**config.mk**
```make
export PLATFORM = sky130hd
export DESIGN_NAME = tpd_queue
export DESIGN_NICKNAME = d
export VERILOG_FILES = /design/src/sv/tpd_pkg.sv /design/src/sv/tpd_queue.sv
export SDC_FILE = /design/constraint.sdc
export NUM_CORES = 1
export LEC_CHECK = 0
export ABC_AREA = 0
export BUFFER_PORTS_ARGS = -buffer_cell sky130_fd_sc_hd__buf_2
export CAP_MARGIN = 5
export CORE_MARGIN = 3
export CORE_UTILIZATION = 40
export DETAILED_ROUTE_END_ITERATION = 12
export GPL_TIMING_DRIVEN = 0
export SETUP_SLACK_MARGIN = 0.2
export SLEW_MARGIN = 25
export SYNTH_ARGS = -nofsm -noshare
export SYNTH_HDL_FRONTEND = slang
export SYNTH_SLANG_ARGS = --single-unit
```
**constraint.sdc**
```tcl
create_clock -name clock -period 22.7 [get_ports clock]
set_input_delay 6.81 -clock clock [delete_from_list [all_inputs] [get_ports clock]]
set_output_delay 6.81 -clock clock [all_outputs]
set_load 0.02 [all_outputs]
```
**src/sv/tpd_pkg.sv**
```systemverilog
// Shared types and constants of the path point decimator.
`default_nettype none
package tpd_pkg;

   localparam int unsigned REC_BYTES = 25;
   localparam int unsigned REC_W     = 8 * REC_BYTES;
   localparam int unsigned FILL_W    = $clog2(REC_BYTES);
   localparam int unsigned CSR_IDX_W = 2;

   localparam logic [CSR_IDX_W-1:0] CSR_PATH_TYPE = CSR_IDX_W'(0);
   localparam logic [CSR_IDX_W-1:0] CSR_MIN_DIST  = CSR_IDX_W'(1);

   localparam logic [7:0]  PATH_TYPE_RESET = 8'd1;
   localparam logic [63:0] MIN_DIST_RESET  = 64'd250000;

   // Record layout, first byte on the wire in the top bits.
   typedef struct packed {
      logic        [31:0] t_rel;
      logic signed [31:0] pos_x;
      logic signed [31:0] pos_y;
      logic signed [31:0] pos_z;
      logic signed [15:0] heading_raw;
      logic signed [15:0] speed_raw;
      logic signed [15:0] accel_raw;
      logic signed [15:0] curve_raw;
      logic        [7:0]  point_mode;
   } record_type;

   typedef struct packed {
      logic       first;
      record_type rec;
   } entry_type;

   typedef enum logic [2:0] {
      F_TYPE,
      F_LEN1,
      F_LEN2,
      F_LEN3,
      F_LEN4,
      F_PAYLOAD
   } front_state_type;

   typedef enum logic [2:0] {
      B_IDLE,
      B_DIFF,
      B_SQR,
      B_SUM,
      B_DEC
   } back_state_type;

endpackage
`default_nettype wire

```
**src/sv/tpd_queue.sv**
```systemverilog
// Short record queue between the frame parser and the distance unit.
`default_nettype none
module tpd_queue #(
   parameter int unsigned DEPTH = 2
) (
   input  wire logic               clock,
   input  wire logic               reset,
   input  wire logic               push,
   input  wire tpd_pkg::entry_type push_entry,
   input  wire logic               pop,
   output tpd_pkg::entry_type      head,
   output logic                    not_empty,
   output logic                    full
);
   import tpd_pkg::*;

   localparam int unsigned PTR_W = (DEPTH > 1) ? $clog2(DEPTH) : 1;
   localparam int unsigned CNT_W = $clog2(DEPTH + 1);
   localparam logic [PTR_W-1:0] LAST_PTR  = PTR_W'(DEPTH - 1);
   localparam logic [CNT_W-1:0] FULL_CNT  = CNT_W'(DEPTH);

   entry_type         slot_ff [DEPTH];
   logic [PTR_W-1:0]  wr_ptr_ff, wr_ptr_in;
   logic [PTR_W-1:0]  rd_ptr_ff, rd_ptr_in;
   logic [CNT_W-1:0]  count_ff, count_in;

   assign head      = slot_ff[rd_ptr_ff];
   assign not_empty = (count_ff != '0);
   assign full      = (count_ff == FULL_CNT);

   always_comb begin
      wr_ptr_in = wr_ptr_ff;
      rd_ptr_in = rd_ptr_ff;
      count_in  = count_ff;
      if (push) begin
         wr_ptr_in = (wr_ptr_ff == LAST_PTR) ? '0 : wr_ptr_ff + PTR_W'(1);
      end
      if (pop) begin
         rd_ptr_in = (rd_ptr_ff == LAST_PTR) ? '0 : rd_ptr_ff + PTR_W'(1);
      end
      if (push && !pop) begin
         count_in = count_ff + CNT_W'(1);
      end else if (pop && !push) begin
         count_in = count_ff - CNT_W'(1);
      end
   end

   always_ff @(posedge clock) begin
      if (reset) begin
         wr_ptr_ff <= '0;
         rd_ptr_ff <= '0;
         count_ff  <= '0;
      end else begin
         wr_ptr_ff <= wr_ptr_in;
         rd_ptr_ff <= rd_ptr_in;
         count_ff  <= count_in;
      end
   end

   always_ff @(posedge clock) begin
      if (push) begin
         slot_ff[wr_ptr_ff] <= push_entry;
      end
   end

endmodule
`default_nettype wire

```
=== Word level (Yosys, flattened, before mapping) ===
Memory sizes are Yosys's and may differ from the RTL's. A register that Yosys moved wholly into a read port is not among the register bits.
Cells that the tools add are included.

* Bits in registers: 4
* Word-level logic and storage cells: 23
* Memory bits (writable): 402
* Memories: 1

{| class="wikitable"
|+ Memories
! memory !! depth !! bits a word !! read ports !! clocked after memory_dff !! wr ports !! line !! source
|-
| slot_ff || 2 || 201 || 1 || 1 || 1 || tpd_queue.sv:22 || <nowiki>entry_type slot_ff [DEPTH];</nowiki>
|}

* Reduce and logical (&&, ||, !) cells: 6
* Eq/ne operators: 1
* Add/subtract/negate cells: 4
* Multiplexer cells: 8

{| class="wikitable"
|+ Operators with widths
! kind !! count
|-
| 2-to-1 mux 1 bit || 6
|-
| 2-to-1 mux 2 bit || 2
|-
| nonzero test 2 bit || 2
|-
| adder 1 bit (second input constant) || 2
|-
| adder 2 x 1 -> 2 bit (second input constant) || 1
|-
| == test 2 bit (second input constant) || 1
|-
| logical AND 1 bit || 2
|-
| zero test 1 bit || 2
|-
| subtractor 2 x 1 -> 2 bit (second input constant) || 1
|}

=== Logic depth before layout (Yosys ltp) ===
Gate-level depths: netlist (run 1).

* Depth after elaboration: 4
* Depth in mapped cells: 5

=== Worst setup path after synthesis (run 1) ===
Ideal clock, no wire load.

* Path type: input-to-reg
* From: in push
* To: mem slot_ff[0][0] in the netlist's numbering, enable pin
* Path slack: 6434 ps
* Arrival: 15476 ps
* Stages: 1
* Cells stage by stage: nor2b_1

* Cells in the longest elaborated chain, start to end: 2

{| class="wikitable"
|+ RTL lines
! item !! line !! source
|-
| start, declared || tpd_queue.sv:8 || <nowiki>input wire logic push,</nowiki>
|-
| 2-to-1 mux 1 bit || tpd_queue.sv:61 || <nowiki>if (push) begin</nowiki>
|-
| 2-to-1 mux 1 bit (not written as such) || tpd_queue.sv:62 || <nowiki>slot_ff[wr_ptr_ff] <= push_entry;</nowiki>
|-
| end, declared || tpd_queue.sv:22 ||
|}

Every way passes these cells.

==> results of run 1 <==
stage by stage:
stage	hold WS (ns)	std cells	instance area, um^2
floorplan	0.456	647	14800
global placement	0.488	1515	17400
detailed placement	0.506	1529	17800
CTS	0.524	1603	19100
global route	0.570	1609	19100
finish	0.523	1611	19100
power groups by stage:
stage / Sequential (mW) / Combinational, mW / Clock, mW
global route: 0.890 / 0.248 / 0.708
CTS: 0.887 / 0.236 / 0.681
global placement: 0.922 / 0.221 / 0
finish: 0.887 / 0.231 / 0.658
floorplan: 0.912 / 0.137 / 0
detailed placement: 0.903 / 0.234 / 0
sequential cells by signal, summed over array words and instances (netlist names), named ones only:
signal and flops:
count_ff 2, wr_ptr_ff 1, slot_ff 402, rd_ptr_ff 1
how the worst max path moves through the flow:
stage,end,slack [ns],start
after floorplan,slot_ff[0][0],6.43,push
after global placement,slot_ff[0][71],0.31,push
after detailed placement,slot_ff[1][70],14.19,push
after CTS,head[133],13.88,flip-flop
after global routing,head[41],13.85,flip-flop
final,head[41],13.96,flip-flop
cells by family (layout without fill, tap and decap cells):
| family | after synthesis | in the layout | share of synthesized area [%] |
|---|---|---|---|
| other | 0 | 8 | 0 |
| multiplexers | 201 | 201 | 15.3 |
| AO/OA/AOI/OAI | 2 | 2 | 0.0676 |
| buffers and inverters | 23 | 518 | 1.66 |
| adder cells (fa/ha/maj) | 1 | 1 | 0.0846 |
| AND/OR/NAND/NOR | 9 | 9 | 0.313 |
| XOR/XNOR | 4 | 4 | 0.237 |
| flip-flops | 407 | 407 | 82.3 |
area by class of cell:
class                           count  area (um^2)  area share [%]
Antenna cell                        8         20.0           0.105
Buffer                             22          241            1.26
Clock buffer                       51         1150            6.01
Clock inverter                     23          179           0.936
Inverter                            1         3.75          0.0196
Multi-Input combinational cell    217         2380            12.4
Sequential cell                   407        12200            63.7
Tap cell                          461          577            3.02
Timing Repair Buffer              421         2390            12.5
metal layers:
layer / global-route usage (%) / share of wire [%] / routed length [um] / up-vias
met5: 0 / 0.14 / 44 / -
met2: 25.8 / 48 / 15300 / 327
met4: 7.05 / 3.2 / 1020 / 6
met3: 7.49 / 12 / 3690 / 60
li1: - / - / - / 3536
met1: 18.0 / 37 / 11900 / 3708
critical path: cells and delay by family (launching register included):
family,cells,cell delay [ns]
DFF,1,0.42
buffers and inverters,3,0.59
muxes,1,0.35
layout by cell type (no fill, tap or decap), types with 2 or more instances in the layout:
cell,synthesis,routed
xor2_1,2,2
clkinv_1,0,16
mux2_2,201,201
nor2_1,4,4
buf_12,0,4
bufinv_16,0,3
edfxtp_1,402,402
diode_2,0,8
buf_16,0,10
clkbuf_16,0,45
clkbuf_1,0,6
clkinvlp_4,0,2
buf_2,1,408
dfxtp_1,5,5
buf_6,21,21
xnor2_1,2,2
==> metrics.log, run 1 <==
INFO  metric io_pins = 408
INFO  metric setup_violations = 0
INFO  metric synthCells = 647
INFO  metric worst_hold_startpoint = rd_ptr_ff
INFO  metric rsz0062_at_grt = false
INFO  metric crit_top_cell = buf_6
INFO  metric clk_pin_slew_worst_paths = 0.06 ns
INFO  metric synth.top_cells.by_area = edfxtp_1 (82%), mux2_2 (15%), buf_6 (1.6%)
INFO  metric power.leakage = 7.15 nW
INFO  metric power_density = 92.9 nW/um^2
INFO  metric clkLatencyLatePin = 0.55 ns
INFO  metric finalWeightedCongestion = 0.735
INFO  metric reg2reg_from = wr_ptr_ff
INFO  metric cts_num_sinks = 407
INFO  metric drv_cap = 0
INFO  metric via_per_inst = 4.74
INFO  metric die_width = 198 um
INFO  metric cp_data_arrival_time = 1.93 ns
INFO  metric number_of_register_bits_inferred_by_synthesis = 407
INFO  metric postSynthNetCount = 853
INFO  metric crit_path_top_delay_cell = dfxtp_1
INFO  metric area_fraction_of_the_dominant_cell_type_after_synthesis = 81.7%
INFO  metric worstHoldPathCells = 2
INFO  metric dieArea = 39,300 um^2
INFO  metric placement.setup.worst_slack = 14.19 ns
INFO  metric number_of_cts_inserted_buffers = 43
INFO  metric number_of_h_tree_levels = 2
INFO  metric grt-ovfl-total = 0
INFO  metric initial_antenna_violation_count = 11
INFO  metric synth_top_area_cell = edfxtp_1
INFO  metric finish.utilization = 53.1%
INFO  metric power.share.sequential = 49.9%
INFO  metric run_status = finished clean
INFO  metric internal-power = 1.36 mW
INFO  metric worst_ir_drop_vdd = 0.0714 mV
INFO  metric critical_path_max_stage_delay = 0.42 ns
INFO  metric post_cts_resize_count = 0
INFO  metric crit-reg2reg-capture = slot_ff[1][74]
INFO  metric finalHoldViolCount = 0
INFO  metric totalWireLength = 32,000 um
INFO  metric worst-setup-path-type = reg -> out
INFO  metric post_synth_edffs = 402
INFO  metric chipHeight = 198 um
INFO  metric vias = 7,637
INFO  metric net_switching_power_figure = 0.411 mW
INFO  metric critical_path.startpoint_type = flip-flop
INFO  metric worstPathMaxFanout = 10
INFO  metric final_antenna_net_count = 0
INFO  metric final_layout_size_suffix_gt1_share = 61.2%
INFO  metric grt_first_pass_wirelength = 47,200 um
INFO  metric dp.final_hpwl = 22,800 um
INFO  metric fin_crit_sh = 38.5%
INFO  metric final.setup.tns = 0 ns
INFO  metric worst_ep_required_time = 15.89 ns
INFO  metric cts_tree = yes
INFO  metric first_global_vias = 8,310
INFO  metric hold_path_end = rd_ptr_ff
INFO  metric fmax = 114 MHz
INFO  metric timing.reg2reg.setup_slack = 20.75 ns
INFO  metric worstPathCellList = buf_6, buf_6, mux2_2, buf_2
INFO  metric clockBufferDepth = 3
INFO  metric finClkSkew = 0.00899 ns
INFO  metric most_frequent_cell_after_synthesis = edfxtp_1
INFO  metric yosysUniqueCellTypes = 16
INFO  metric maxSlewHeadroom = 58.0%
INFO  metric placement.io_buffers = 407
INFO  metric synth.yosys.seq_area_share = 82.3%
INFO  metric report.power.total = 1.78 mW
INFO  metric hold_path_class = reg -> reg
INFO  metric clk_root_buffer_cell = clkbuf_16
INFO  metric critical_path_endpoint_category = output port
INFO  metric power.share.switching = 23.1%
INFO  metric average_instance_area_after_synthesis = 22.9 um^2
INFO  metric synth_cell_count_leaders = edfxtp_1 (402), mux2_2 (201), buf_6 (21)
INFO  metric tightestPinTransition = 0.630 ns
INFO  metric globalRouteTotalUtil = 15.9%
INFO  metric area_growth_syn_to_layout = 29.3%
INFO  metric synthesis.yosys.warnings = 0
INFO  metric detail_route.drc_violations = 0
INFO  metric post_drt_wl_per_cell = 19.8 um
INFO  metric design.final.nets = 1,319
INFO  metric drv_slew = 0
INFO  metric asyncSetResetFlopFracSynth = 0%
INFO  metric filler_cell_count = 2,940
INFO  metric grt_start_max_net_pins = 47
INFO  metric design.core.area = 36,000 um^2
INFO  metric synth.cell_area = 14,800 um^2
INFO  metric drt_pass_1_iters = 4
INFO  metric post_cts_buffers = 0
INFO  metric placement_rows = 69
INFO  metric hold_buffers = 0
INFO  metric timing.reg2reg.worst_path_depth = 3
INFO  metric setup_ws = 13.96 ns
INFO  metric clock_power_share = 37.1%
INFO  metric synth-main-ff-cell = edfxtp_1
INFO  metric final.min_clock_period = 8.74 ns
INFO  metric number_of_drc_markers_in_iteration_0 = 303
INFO  metric initial_utilization = 41.1%
INFO  metric power.share.combinational = 13.0%
(Power assumes the default switching activity.)
==> run 2, diff against run 1 <==
- PLACE_DENSITY: unset -> 0.66
- clock period: 22.7 -> 7.7 ns (I/O delays scaled with it)
==> run 2 against run 1 <==
  * First-iteration DRC count down 17%
  * Global-route usage down 0.61 points
  * Highest routed layer unchanged
  * Register-to-register slack worse by 15 ns
  * Via count up 0.13%
==> metrics.log, run 2 (synthesized netlist as in run 1, its figures left out) <==
INFO  metric grt_start_max_net_pins = 39
INFO  metric rsz0062_at_grt = false
INFO  metric initial_utilization = 41.1%
INFO  metric finalHoldViolCount = 0
INFO  metric reg.largest.list = slot_ff: 402 flops, count_ff: 2 flops
INFO  metric clk_pin_slew_worst_paths = 0.06 ns
INFO  metric final_antenna_net_count = 0
INFO  metric grt-ovfl-total = 0
INFO  metric tightestPinTransition = 0.585 ns
INFO  metric final_layout_size_suffix_gt1_share = 61.4%
INFO  metric power.leakage = 7.15 nW
INFO  metric worst_ir_drop_vdd = 0.212 mV
INFO  metric detail_route.drc_violations = 0
INFO  metric setup_violations = 0
INFO  metric place.detailed.instances = 1,529
INFO  metric initial_antenna_violation_count = 12
INFO  metric reg2reg_from = wr_ptr_ff
INFO  metric clk_root_buffer_cell = clkbuf_16
INFO  metric post_cts_resize_count = 0
INFO  metric clockBufferDepth = 3
INFO  metric design.core.area = 36,000 um^2
INFO  metric post_cts_buffers = 0
INFO  metric worstPathMaxFanout = 10
INFO  metric via_per_inst = 4.75
INFO  metric largest_reg_flops = 402
INFO  metric placement.setup.worst_slack = 3.52 ns
INFO  metric drt_pass_1_iters = 4
INFO  metric hold_path_class = reg -> reg
INFO  metric number_of_h_tree_levels = 2
INFO  metric first_global_vias = 8,248
INFO  metric worst-setup-path-type = reg -> out
INFO  metric cts_tree = yes
INFO  metric finClkSkew = 0.00977 ns
INFO  metric fin_crit_sh = 55.7%
INFO  metric drv_slew = 0
INFO  metric most-common-layout-cells = buf_2 (408), edfxtp_1 (402), mux2_2 (201)
INFO  metric final.min_clock_period = 4.29 ns
INFO  metric chipHeight = 198 um
INFO  metric vias = 7,647
INFO  metric hold_buffers = 0
INFO  metric power_density = 275 nW/um^2
INFO  metric setup_ws = 3.41 ns
INFO  metric finalWeightedCongestion = 0.721
INFO  metric post_drt_wl_per_cell = 19.5 um
INFO  metric worstHoldPathCells = 2
INFO  metric number_of_cts_inserted_buffers = 42
INFO  metric critical_path.startpoint_type = flip-flop
INFO  metric worst_hold_startpoint = rd_ptr_ff
INFO  metric placement.io_buffers = 407
INFO  metric critical_path_endpoint_category = output port
INFO  metric maxSlewHeadroom = 60.9%
INFO  metric placement_rows = 69
INFO  metric dieArea = 39,300 um^2
INFO  metric number_of_drc_markers_in_iteration_0 = 250
INFO  metric clkLatencyLatePin = 0.54 ns
INFO  metric layout.cells.non_filler = 1,609
INFO  metric final.hold.worst_slack = 0.510 ns
INFO  metric fmax = 233 MHz
INFO  metric cp_data_arrival_time = 1.98 ns
INFO  metric drv_cap = 0
INFO  metric crit-reg2reg-capture = slot_ff[1][184]
INFO  metric final.setup.tns = 0 ns
INFO  metric report.power.total = 5.24 mW
INFO  metric dp.final_hpwl = 22,400 um
INFO  metric design.final.nets = 1,318
INFO  metric globalRouteTotalUtil = 15.3%
INFO  metric run_status = finished clean
INFO  metric cts_num_sinks = 407
INFO  metric worst_ep_required_time = 5.39 ns
INFO  metric io_pins = 408
INFO  metric area_growth_syn_to_layout = 29.1%
INFO  metric registers.top_by_ff_count = slot_ff
INFO  metric final_common_cell = buf_2
INFO  metric timing.reg2reg.setup_slack = 5.57 ns
INFO  metric die_width = 198 um
INFO  metric timing.reg2reg.worst_path_depth = 4
INFO  metric grt_first_pass_wirelength = 45,700 um
INFO  metric totalWireLength = 31,300 um
run 2: cell types whose count changed in the layout (fill, tap and decap cells not counted), moves of 2 or more:
cell	change
buf_12	+5
clkinv_1	-8
clkbuf_1	+6
diode_2	-2
buf_16	-5
run 2: worst max-delay path, cell delays in order (launching register included):
cell,delay [ns]
dfxtp_1,0.40
buf_6,0.22
buf_6,0.23
mux2_2,0.39
buf_2,0.18
run 2: power breakdown:
group	total, mW	switching, mW	internal [mW]	leakage [nW]
clock network	1.95	0.781	1.17	0.647
registers	2.61	0.0281	2.59	3.81
logic	0.676	0.396	0.280	2.69
run 2: through the flow:
| stage | instance area (um^2) | util [%] |
|---|---|---|
| 2_1_floorplan | 14800 | - |
| 6_report | 19100 | 53.0 |
| 3_3_place_gp | 17400 | 48.3 |
| 3_5_place_dp | 17700 | 49.2 |
| 4_1_cts | 19100 | 53.0 |
| 5_1_grt | 19100 | 53.0 |
run 2: area by class of cell:
type / count / area [um^2]
fillers: 2936 / 16900
flip-flops and latches: 407 / 12200
multi-input cells: 217 / 2380
repair buffers: 421 / 2350
clock buffers: 58 / 1180
well taps: 461 / 577
plain buffers: 22 / 241
clock inverters: 16 / 155
diodes: 6 / 15.0
inverters: 1 / 3.75
run 2: worst max path at each step:
stage | cells past startpoint | to | start | slack, ns
4_1_cts | 4 | head[109] | flip-flop | 3.33
3_5_place_dp | 5 | slot_ff[1][190] | push | 3.52
5_1_grt | 4 | head[109] | flip-flop | 3.31
6_report | 4 | head[109] | flip-flop | 3.41
2_1_floorplan | 1 | slot_ff[1][0] | push | 0.27
3_3_place_gp | 2 | slot_ff[1][196] | push | -2.64
run 2: per-layer routing:
layer,vias up,GRT usage (%),part of all wire [%]
met1,3733,16.4,36
met5,-,0,0.26
met2,314,26.0,49
met4,12,6.34,2.7
met3,67,7.37,12
li1,3521,-,-
==> run 3, diff against run 2 <==
- PLACE_DENSITY: 0.66 -> unset
- clock period: 7.7 -> 4.2 ns (I/O delays scaled with it)
==> run 3 against run 2 <==
  * Sequential power increased by 84%
  * Total power grew 81%
  * Clock power up 76%
  * Register-to-register slack worse by 3.4 ns
  * Via count increased by 0.55%
  * Sequential cell count unchanged
  * First-iteration DRC count rose by 34%
  * Die area unchanged
  * Sequential share of layout area barely moved
  * Critical path depth stayed put
  * Cell area about the same
  * Non-clock buffer count is 1 higher
==> metrics.log, run 3 (synthesized netlist as in run 1, its figures left out) <==
INFO  metric final.min_clock_period = 3.19 ns
INFO  metric critical_path_endpoint_category = output port
INFO  metric cts_num_sinks = 407
INFO  metric power_density = 497 nW/um^2
INFO  metric final_common_cell = buf_2
INFO  metric dieArea = 39,300 um^2
INFO  metric largest_reg_flops = 402
INFO  metric grt_first_pass_wirelength = 47,000 um
INFO  metric dpl-instance-area = 17,800 um^2
INFO  metric final.setup.tns = 0 ns
INFO  metric number_of_drc_markers_in_iteration_0 = 335
INFO  metric power.share.sequential = 50.6%
INFO  metric worst-setup-path-type = reg -> out
INFO  metric detail_route.drc_violations = 0
INFO  metric power.share.switching = 23.8%
INFO  metric internal-power = 7.22 mW
INFO  metric placement_rows = 69
INFO  metric setup_violations = 0
INFO  metric power.share.combinational = 13.3%
INFO  metric drv_cap = 0
INFO  metric post_drt_wl_per_cell = 19.9 um
INFO  metric filler_cell_count = 2,975
INFO  metric hold_buffers = 0
INFO  metric area_growth_syn_to_layout = 29.1%
INFO  metric final_antenna_net_count = 0
INFO  metric crit-reg2reg-capture = slot_ff[0][64]
INFO  metric clk_pin_slew_worst_paths = 0.06 ns
INFO  metric grt_start_max_net_pins = 49
INFO  metric cp_data_arrival_time = 1.93 ns
INFO  metric cts_tree = yes
INFO  metric initial_utilization = 41.1%
INFO  metric via_per_inst = 4.78
INFO  metric cp.buffers_inverters = 3
INFO  metric fin_crit_sh = 76.0%
INFO  metric tightestPinTransition = 0.653 ns
INFO  metric worstPathMaxFanout = 10
INFO  metric crit_path_top_delay_cell = dfxtp_1
INFO  metric crit_top_cell = buf_6
INFO  metric worstHoldPathCells = 2
INFO  metric globalRouteTotalUtil = 15.9%
INFO  metric clockBufferDepth = 3
INFO  metric number_of_cts_inserted_buffers = 44
INFO  metric registers.top_by_ff_count = slot_ff
INFO  metric finalHoldViolCount = 0
INFO  metric critical_path_max_stage_delay = 0.41 ns
INFO  metric place.detailed.instances = 1,530
INFO  metric chipHeight = 198 um
INFO  metric worst_hold_startpoint = count_ff[1]
INFO  metric maxSlewHeadroom = 56.4%
INFO  metric post_cts_resize_count = 0
INFO  metric finish.utilization = 53.0%
INFO  metric stdcell_area = 19,100 um^2
INFO  metric reg2reg_from = wr_ptr_ff
INFO  metric dp.final_hpwl = 22,800 um
INFO  metric hold_path_class = reg -> reg
INFO  metric finClkSkew = 0.0137 ns
INFO  metric power.leakage = 7.16 nW
INFO  metric most-common-layout-cells = buf_2 (408), edfxtp_1 (402), mux2_2 (201)
INFO  metric final_layout_size_suffix_gt1_share = 61.9%
INFO  metric worst_ir_drop_vdd = 0.335 mV
INFO  metric totalWireLength = 32,100 um
INFO  metric grt-ovfl-total = 0
INFO  metric clk_root_buffer_cell = clkbuf_16
INFO  metric timing.reg2reg.worst_path_depth = 5
INFO  metric worst_path_dominant_cell_family = buffers and inverters
INFO  metric net_switching_power_figure = 2.26 mW
INFO  metric run_status = finished clean
INFO  metric rsz0062_at_grt = false
INFO  metric layout.cells.non_filler = 1,609
INFO  metric critical_path.startpoint_type = flip-flop
INFO  metric clkLatencyLatePin = 0.55 ns
INFO  metric finalWeightedCongestion = 0.723
INFO  metric io_pins = 408
INFO  metric worstPathCellList = buf_6, buf_6, mux2_2, buf_2
INFO  metric drv_slew = 0
INFO  metric vias = 7,689
INFO  metric final.hold.worst_slack = 0.504 ns
INFO  metric first_global_vias = 8,034
INFO  metric post_cts_buffers = 0
INFO  metric clock_power_share = 36.2%
INFO  metric reg.largest.list = slot_ff: 402 flops, count_ff: 2 flops
INFO  metric design.core.area = 36,000 um^2
INFO  metric placement.io_buffers = 407
INFO  metric drt_pass_1_iters = 4
INFO  metric die_width = 198 um
INFO  metric hold_path_end = count_ff[1]
INFO  metric number_of_h_tree_levels = 2
INFO  metric fmax = 313 MHz
INFO  metric timing.reg2reg.setup_slack = 2.16 ns
INFO  metric worst_ep_required_time = 2.94 ns
INFO  metric initial_antenna_violation_count = 15
INFO  metric design.final.nets = 1,321
==> run 3: layout make-up <==
class	instances	area [um^2]	area share, %
diodes	5	12.5	0.0656
clock buffers	51	1150	6.02
clock inverters	23	125	0.656
plain buffers	22	241	1.27
flip-flops and latches	407	12200	63.8
multi-input cells	217	2380	12.5
well taps	461	577	3.02
inverters	1	3.75	0.0197
repair buffers	422	2430	12.7
==> run 3: through the flow <==
step / power [mW] / setup WS [ns]
after CTS: 9.63 / 0.892
after floorplan: 5.63 / -0.504
after global routing: 9.84 / 0.858
after detailed placement: 6.16 / 1.04
final: 9.48 / 1.01
after global placement: 6.11 / -2.61
==> run 3: worst max-delay path by stage <==
stage	end	cells past startpoint
2_1_floorplan	slot_ff[0][0]	1
3_3_place_gp	slot_ff[0][182]	2
3_5_place_dp	slot_ff[0][61]	6
4_1_cts	head[43]	4
5_1_grt	head[34]	4
6_report	head[38]	4
==> run 3: routing by layer <==
metal	vias up	wire [um]	GRT usage, %
li1	3538	-	-
met1	3739	12000	17.9
met2	315	15400	26.1
met3	77	3670	7.69
met4	20	906	6.11
met5	-	128	0
==> run 3: power by group through the flow <==
stage               clock [mW]  combinational [mW]  sequential (mW)
floorplan                    0               0.741             4.89
global placement             0                1.20             4.91
detailed placement           0                1.28             4.88
CTS                       3.56                1.28             4.79
global route              3.68                1.35             4.81
finish                    3.43                1.26             4.79
==> run 3: worst register-to-register path: cells and delay by family, from the launching register on <==
kind	cells	cell delay [ns]
buf+inv	4	0.83
flops	1	0.35
simple gates	1	0.54
